### config.mk
export PLATFORM = sky130hd
export DESIGN_NAME = asac_front
export DESIGN_NICKNAME = d
export VERILOG_FILES = /design/src/asac_pkg.sv /design/src/asac_front.sv
export SDC_FILE = /design/constraint.sdc
export NUM_CORES = 2
export LEC_CHECK = 0
export BUFFER_PORTS_ARGS = -buffer_cell sky130_fd_sc_hd__buf_2
export CORE_ASPECT_RATIO = 1.5
export CORE_MARGIN = 2
export CORE_UTILIZATION = 62
export CTS_CLUSTER_SIZE = 40
export DETAILED_ROUTE_END_ITERATION = 12
export HOLD_SLACK_MARGIN = 0.06
export PLACE_DENSITY = 0.8
export SLEW_MARGIN = 30
export SYNTH_ARGS = -nofsm -noshare
export SYNTH_HDL_FRONTEND = slang
export SYNTH_SLANG_ARGS = --single-unit
### constraint.sdc
create_clock -name aclk -period 10.9 [get_ports aclk]
set_clock_uncertainty 0.05 [all_clocks]
set_input_delay 0.545 -clock aclk [delete_from_list [all_inputs] [get_ports aclk]]
set_output_delay 0.545 -clock aclk [all_outputs]
set_load 0.05 [all_outputs]
### src/asac_pkg.sv
package asac_pkg;

    // Stream and configuration port widths.
    localparam int ITEM_W      = 140;
    localparam int TDATA_W     = 144;
    localparam int RTDATA_W    = 8;
    localparam int CFG_INDEX_W = 2;
    localparam int CFG_DATA_W  = 23;

    // Quotient bits produced by the curvature divider, one per stage.
    localparam int DIV_BITS = 32;

    typedef logic [2:0] asac_verdict_t;

    localparam asac_verdict_t VERDICT_OK           = 3'd0;
    localparam asac_verdict_t VERDICT_PIVOT_EXIT   = 3'd1;
    localparam asac_verdict_t VERDICT_UNREACHABLE  = 3'd2;
    localparam asac_verdict_t VERDICT_STEP_LARGE   = 3'd3;
    localparam asac_verdict_t VERDICT_REVERSAL     = 3'd4;
    localparam asac_verdict_t VERDICT_RADIUS_TIGHT = 3'd5;

    typedef logic [CFG_INDEX_W-1:0] asac_cfg_index_t;

    localparam asac_cfg_index_t CFG_LINEAR_ACCEL   = 2'd0;
    localparam asac_cfg_index_t CFG_LINEAR_DECEL   = 2'd1;
    localparam asac_cfg_index_t CFG_WHEEL_STEP_MAX = 2'd2;
    localparam asac_cfg_index_t CFG_TRACK_WIDTH    = 2'd3;

    localparam logic [19:0] LINEAR_ACCEL_RESET   = 20'd1000;
    localparam logic [19:0] LINEAR_DECEL_RESET   = 20'd1000;
    localparam logic [22:0] WHEEL_STEP_MAX_RESET = 23'd12800;
    localparam logic [19:0] TRACK_WIDTH_RESET    = 20'd153600;

    typedef struct packed {
        logic [19:0] linear_accel;
        logic [19:0] linear_decel;
        logic [22:0] wheel_step_max;
        logic [19:0] track_width;
    } asac_cfg_t;

    // The last member sits in the lowest bits, so arc_length lands at bit 0.
    typedef struct packed {
        logic signed [31:0] tail_curvature;
        logic signed [23:0] tail_speed;
        logic signed [23:0] exit_speed;
        logic signed [27:0] delta_heading;
        logic signed [31:0] arc_length;
    } asac_item_t;

    // Results of the early checks and the operands the wheel checks still need.
    typedef struct packed {
        logic               done;
        asac_verdict_t      verdict;
        logic               tv_nz;
        logic               neg;
        logic [23:0]        tv_mag;
        logic signed [31:0] tail_curvature;
    } asac_side_t;

    typedef struct packed {
        logic [27:0] head_mag;
        logic [31:0] len_mag;
    } asac_divop_t;

    typedef struct packed {
        logic        ovf;
        logic [31:0] quo;
    } asac_quo_t;

endpackage

### src/asac_front.sv
module asac_front (
    input  logic                  aclk,
    input  logic                  aresetn,
    input  logic                  en,
    input  asac_pkg::asac_cfg_t   cfg,
    input  logic                  in_valid,
    input  asac_pkg::asac_item_t  in_item,
    output logic                  out_valid,
    output asac_pkg::asac_side_t  out_side,
    output asac_pkg::asac_divop_t out_op
);
    import asac_pkg::*;

    // 25 (mm/s)^2 expressed in units of 2^-16 (mm/s)^2.
    localparam logic [58:0] SLACK_SQ = 59'd1638400;

    typedef struct packed {
        logic               pivot;
        logic               ex_nz;
        logic               tv_nz;
        logic               neg;
        logic [31:0]        len_mag;
        logic [27:0]        head_mag;
        logic [23:0]        tv_mag;
        logic signed [31:0] tail_curvature;
    } front_carry_t;

    logic [3:0]    valid_reg;
    logic          out_valid_reg;

    front_carry_t  c1_next, c1_reg, c2_reg, c3_reg, c4_reg;
    logic [23:0]   ex_mag1_next, ex_mag1_reg;
    logic [47:0]   sq_e2_next, sq_e2_reg;
    logic [47:0]   sq_t2_next, sq_t2_reg;
    logic          gt2_next, gt2_reg;
    logic [47:0]   dv_mag3_next, dv_mag3_reg;
    logic [19:0]   bound3;
    logic [51:0]   lenprod3_next, lenprod3_reg;
    logic [47:0]   dv_mag4_reg;
    logic [58:0]   rhs4_next, rhs4_reg;
    logic          unreach5;
    asac_side_t    side_next, side_reg;
    asac_divop_t   op_next, op_reg;

    // Stage 1: magnitudes and zero tests.
    always_comb begin
        c1_next.pivot          = (in_item.arc_length == '0);
        c1_next.ex_nz          = (in_item.exit_speed != '0);
        c1_next.tv_nz          = (in_item.tail_speed != '0);
        c1_next.neg            = in_item.delta_heading[27] ^ in_item.arc_length[31];
        c1_next.len_mag        = in_item.arc_length[31] ? 32'(-in_item.arc_length)
                                                        : 32'(in_item.arc_length);
        c1_next.head_mag       = in_item.delta_heading[27] ? 28'(-in_item.delta_heading)
                                                           : 28'(in_item.delta_heading);
        c1_next.tv_mag         = in_item.tail_speed[23] ? 24'(-in_item.tail_speed)
                                                        : 24'(in_item.tail_speed);
        c1_next.tail_curvature = in_item.tail_curvature;
        ex_mag1_next           = in_item.exit_speed[23] ? 24'(-in_item.exit_speed)
                                                        : 24'(in_item.exit_speed);
    end

    // Stage 2: squared speeds.
    assign sq_e2_next = ex_mag1_reg * ex_mag1_reg;
    assign sq_t2_next = c1_reg.tv_mag * c1_reg.tv_mag;
    assign gt2_next   = (ex_mag1_reg > c1_reg.tv_mag);

    // Stage 3: change of squared speed and the length term.
    assign bound3        = gt2_reg ? cfg.linear_accel : cfg.linear_decel;
    assign dv_mag3_next  = gt2_reg ? (sq_e2_reg - sq_t2_reg) : (sq_t2_reg - sq_e2_reg);
    assign lenprod3_next = bound3 * c2_reg.len_mag;

    // Stage 4: allowed change including slack.
    assign rhs4_next = {lenprod3_reg, 7'b0} + SLACK_SQ;

    // Stage 5: early verdicts.
    assign unreach5 = ({11'b0, dv_mag4_reg} > rhs4_reg);

    always_comb begin
        side_next.tv_nz          = c4_reg.tv_nz;
        side_next.neg            = c4_reg.neg;
        side_next.tv_mag         = c4_reg.tv_mag;
        side_next.tail_curvature = c4_reg.tail_curvature;
        priority if (c4_reg.pivot && c4_reg.ex_nz) begin
            side_next.done    = 1'b1;
            side_next.verdict = VERDICT_PIVOT_EXIT;
        end else if (unreach5) begin
            side_next.done    = 1'b1;
            side_next.verdict = VERDICT_UNREACHABLE;
        end else if (c4_reg.pivot) begin
            side_next.done    = 1'b1;
            side_next.verdict = VERDICT_OK;
        end else begin
            side_next.done    = 1'b0;
            side_next.verdict = VERDICT_OK;
        end
        op_next.head_mag = c4_reg.head_mag;
        op_next.len_mag  = c4_reg.len_mag;
    end

    always_ff @(posedge aclk) begin
        if (!aresetn) begin
            valid_reg     <= '0;
            out_valid_reg <= 1'b0;
        end else if (en) begin
            valid_reg     <= {valid_reg[2:0], in_valid};
            out_valid_reg <= valid_reg[3];
        end
    end

    always_ff @(posedge aclk) begin
        if (en) begin
            c1_reg       <= c1_next;
            ex_mag1_reg  <= ex_mag1_next;
            c2_reg       <= c1_reg;
            sq_e2_reg    <= sq_e2_next;
            sq_t2_reg    <= sq_t2_next;
            gt2_reg      <= gt2_next;
            c3_reg       <= c2_reg;
            dv_mag3_reg  <= dv_mag3_next;
            lenprod3_reg <= lenprod3_next;
            c4_reg       <= c3_reg;
            dv_mag4_reg  <= dv_mag3_reg;
            rhs4_reg     <= rhs4_next;
            side_reg     <= side_next;
            op_reg       <= op_next;
        end
    end

    assign out_valid = out_valid_reg;
    assign out_side  = side_reg;
    assign out_op    = op_reg;

endmodule

==> After elaboration in Yosys (flattened, before gate mapping) <==
Cells that the tools add are included.
Widths: inputs -> output; s select.
{ "classes": {"n_addsub": 7, "mul": 3, "n_lt_le_gt_ge": 2, "mux": 8, "bitwise": 1, "reduce_logical": 5} }
{ "op_table": {"columns": ["op", "count"], "rows": [
  ["$mul 24x24->48", 2],
  ["$sub 48x48->48", 2],
  ["$add 59x21->59 const B", 1],
  ["$gt 48x59->1", 1],
  ["$mul 20x32->52", 1],
  ["$mux 48", 1],
  ["$neg 24->24", 2],
  ["$reduce_bool 24->1", 2],
  ["$mux 23", 2],
  ["$logic_not 32->1", 1],
  ["$neg 32->32", 1],
  ["$mux 31", 1],
  ["$neg 28->28", 1],
  ["$mux 27", 1],
  ["$gt 24x24->1", 1],
  ["$mux 20", 1],
  ["$mux 4", 1],
  ["$mux 2", 1],
  ["$reduce_or 2->1", 1],
  ["$logic_and 1x1->1", 1],
  ["$xor 1x1->1", 1]
]} }
{ "totals": {"reg_bits": 935, "inputBits": 227, "output_inout_bits": 123, "wordCells": 81} }

==> Longest topological paths before layout <==
{ "logic_depth": {"ltp_word": 2, "depth_mapped": 31, "depth_no_buf": 28} }

==> Worst setup path after synthesis <==
OpenSTA, ideal clock, no wires.
{ "synth_path": {"path_type": "register -> register", "start": "register gt2_reg", "end": "register lenprod3_reg[40] (data pin)", "setup_ns": 0.263, "t_arrival_ns": 7.493, "required_time_ns": 10.587, "slack_ns": 3.094, "stages_incl_launch_ff": 29, "path_buffers": 4, "synth_period_minus_slack_ns": 7.806, "path_cell_list": "edfxtp_1 > clkbuf_1 > buf_1 > mux2_2 > clkbuf_1 > and2_1 > fa_1 > fa_1 > inv_1 > fa_1 > inv_1 > fa_1 > fa_1 > fa_1 > inv_1 > fa_1 > inv_1 > ha_1 > clkbuf_1 > nand4_1 > or2_2 > o221ai_1 > a221oi_1 > or2_2 > o211ai_1 > a31oi_1 > o31ai_1 > a21oi_1 > xnor2_1"} }
{ "synth_via": {"elab_chain_len": 2} }
{ "synth_rtl": {"columns": ["item", "line", "text"], "rows": [
  ["from (decl)", "asac_front.sv:35", "logic gt2_next, gt2_reg;"],
  ["from (signal assigned)", "asac_front.sv:117", "gt2_reg <= gt2_next;"],
  ["$mux 20", "asac_front.sv:68", "assign bound3 = gt2_reg ? cfg.linear_accel : cfg.linear_decel;"],
  ["$mul 20x32->52", "asac_front.sv:70", "assign lenprod3_next = bound3 * c2_reg.len_mag;"],
  ["named net lenprod3_next[40]", "asac_front.sv:38", "logic [51:0] lenprod3_next, lenprod3_reg;"],
  ["to (signal assigned)", "asac_front.sv:120", "lenprod3_reg <= lenprod3_next;"],
  ["to (decl)", "asac_front.sv:38", null]
]} }
The timed path passes the listed nets, and every way through them passes these cells.
A chain may end at the register's enable or synchronous reset.

==> Worst setup path in the final report <==
{ "layout_path": {"start": "register gt2_reg", "end": "register lenprod3_reg[48] (data pin)"} }
Same word-level chain as after synthesis.

==> impl_metrics.py <==
metrics = {
    "status": {
        "outcome": "complete, no violations",
    },
    "logic_synthesis": {
        "postSynthAreaPerCell_um2": 10.75,
        "netlist_area_mm2": 0.09067,
        "synth_fp_nets": 10720,
        "synth_largest_area_cell": "fa_1",
        "synth_top_cell_area_share_pct": 30.56,
        "async_flop_share_pct": 0,
        "yosysMostFrequentCell": "inv_1",
        "synth_commonest_cells": "inv_1, fa_1, edfxtp_1",
        "yosys-top-cells-area": "fa_1, edfxtp_1, ha_1",
        "yosysWarnings": 0,
        "synth-edff-count": 919,
        "synth_seq_cells": 924,
        "synth_cell_types": 72,
        "synthCells": 8437,
        "ys_seq_area_share_pct": 30.55,
        "synthFlopType": "edfxtp_1",
    },
    "drt": {
        "routed_wl_um": 227100,
        "ant_nets": 0,
        "vias": 61550,
        "vias_per_cell": 5.762,
        "drtIter0Drc": 4369,
        "drc": 0,
        "first_pass_iters": 8,
        "wl_per_cell_um": 21.26,
    },
    "clocking": {
        "numCtsBuffers": 89,
        "cts_sinks": 924,
        "cts_root_buffer": "clkbuf_16",
        "post-cts-setup-buffers": 0,
        "cts-hold-fix-buffers": 83,
        "clk_pin_slew_worst_paths_ns": 0.07,
        "h-tree-depth": 3,
        "cts_tree": "done",
        "clockBufferDepth": 3,
        "cts_resized": 0,
        "clk_latency_ns": 0.77,
    },
    "worst_setup_path": {
        "path_max_fanout": 32,
        "crit_slowest_cell": "mux2_2",
        "max_stage_delay_ns": 0.86,
        "startpoint_type": "flip-flop",
        "path_common_cell": "fa_1",
        "path_delay_family": "adder cells",
        "crit_buf_inv": 5,
        "crit_required_ns": 11.36,
        "path_class": "flip-flop to flip-flop",
        "crit_chain": "mux2_2, nand2_1, fa_1, inv_1, fa_1, inv_1, fa_1, fa_1, fa_1, inv_1, fa_1, inv_1, fa_1, inv_1, ha_1, nand2_1, nor4b_1, o211ai_1, and3_1, o41ai_1, a31oi_1, mux2i_1, nand3_1",
        "cp.arrival_ns": 9.64,
        "setup.worst_path.end_class": "flip-flop",
    },
    "grt": {
        "gr-total-overflow": 0,
        "antenna_found_initial": 7,
        "grt_max_degree": 204,
        "track_usage_pct": 31.50,
        "grt_pass1_wl_um": 361000,
        "grt_pass1_vias": 68170,
    },
    "finish": {
        "nFillCells": 10540,
        "final_nets": 10980,
        "drive_gt1_share_pct": 6.797,
        "multiInputGateArea_mm2": 0.05474,
        "post-route-util_pct": 67.66,
        "area_delta_synth_final_pct": 8.244,
        "regArea_mm2": 0.02770,
        "final_cells": 10680,
    },
    "floorplanning": {
        "start_util_pct": 62.50,
        "fp.dieW_um": 316.2,
        "ioPinCount": 350,
        "core_area_mm2": 0.1451,
        "die_area_mm2": 0.1494,
        "row_count": 171,
        "die_h_um": 472.4,
    },
    "timing": {
        "setup_viol": 0,
        "hold_viol": 0,
        "period_share_pct": 84.21,
        "max_slew.worst_pin.slew_ns": 1.090,
        "rsz0062_at_grt": "no",
        "period_minus_slack_ns": 9.178,
        "timing.fmax_ghz": 0.1090,
        "setup-tns-final_ns": 0,
        "slew_headroom_pct": 27.30,
        "maxSlewViolCount": 0,
    },
    "worst_hold_path": {
        "min_path_type": "input port to flip-flop",
    },
    "placement": {
        "portBuffers": 305,
        "hpwlAfterDp_um": 171600,
        "post-place-cells": 10420,
        "gp_congestion": 0.9503,
    },
    "flow_run": {
        "drv_cap": 0,
    },
}
## worst paths after layout
check                  start               end  slack [ns]  cells after the start
max                  gt2_reg  lenprod3_reg[48]        1.72                     23
min              in_item[94]        c1_reg[42]        0.09                      2
max reg2reg          gt2_reg  lenprod3_reg[48]        1.72                     23
min reg2reg  dv_mag3_reg[37]   dv_mag4_reg[37]        0.33                      0
## cells by family after synthesis
group	after synthesis	share of synthesized area (%)
compound gates	939	6.502
xor+xnor	342	3.304
fa+ha+maj	2059	39.87
buf+inv	2192	9.083
flops	924	30.55
mux	43	0.5092
other cells	1	0.004136
simple gates	1937	10.18
## cell type report
class                   instances  share of cell area [%]
flip-flops and latches        924                   28.22
clock inverters                67                  0.8121
multi-input cells            5321                   55.77
well taps                    1903                   2.426
inverters                    1879                   7.186
repair buffers                480                   3.253
diodes                         10                 0.02550
clock buffers                  98                   2.304
## cells in the final DEF (no fill, tap or decap), types with 12 or more instances in the layout
master and instances:
inv_1 1870, fa_1 1384, edfxtp_1 919, nand2_1 858, ha_1 675, and2_1 424
a21oi_1 306, buf_2 304, nor2_1 290, xnor2_1 272, o21ai_0 191, a21o_1 146
clkbuf_16 89, dlygate4sd3_1 83, buf_4 79, nand4_1 71, xor2_1 70, nand3_1 60
o21bai_1 59, nor2b_1 46, nor3_1 37, o31ai_1 34, o21a_1 29, nand2b_1 28
a31oi_1 28, mux2_2 25, a211oi_1 23, and3_1 23, clkinv_1 21, or3_1 18
or2_2 18, o211ai_1 18, mux2i_1 18, nor4_1 17, o41ai_1 17, or4_1 16
clkinv_2 15, a21boi_0 12
## routing by layer
layer	vias up	routed length [um]	track usage (%)
li1	27110	-	-
met1	30740	76210	34.53
met2	2779	118000	56.38
met3	924	16120	5.419
met4	2	16810	19.47
met5	-	13	0
## metrics by stage
| step | setup slack [ns] | hold WS, ns | cell area (um^2) |
|---|---|---|---|
| after floorplan | 3.094 | 0.3503 | 90670 |
| after global placement | 1.758 | 0.3500 | 94080 |
| after detailed placement | 1.677 | 0.3545 | 94130 |
| after CTS | 1.675 | 0.06048 | 98020 |
| after global routing | 1.398 | 0.06643 | 98130 |
| final | 1.722 | 0.08851 | 98140 |
Power is not shown: default switching activity piles up to over one toggle a cycle in this logic, so the estimate is an artifact.
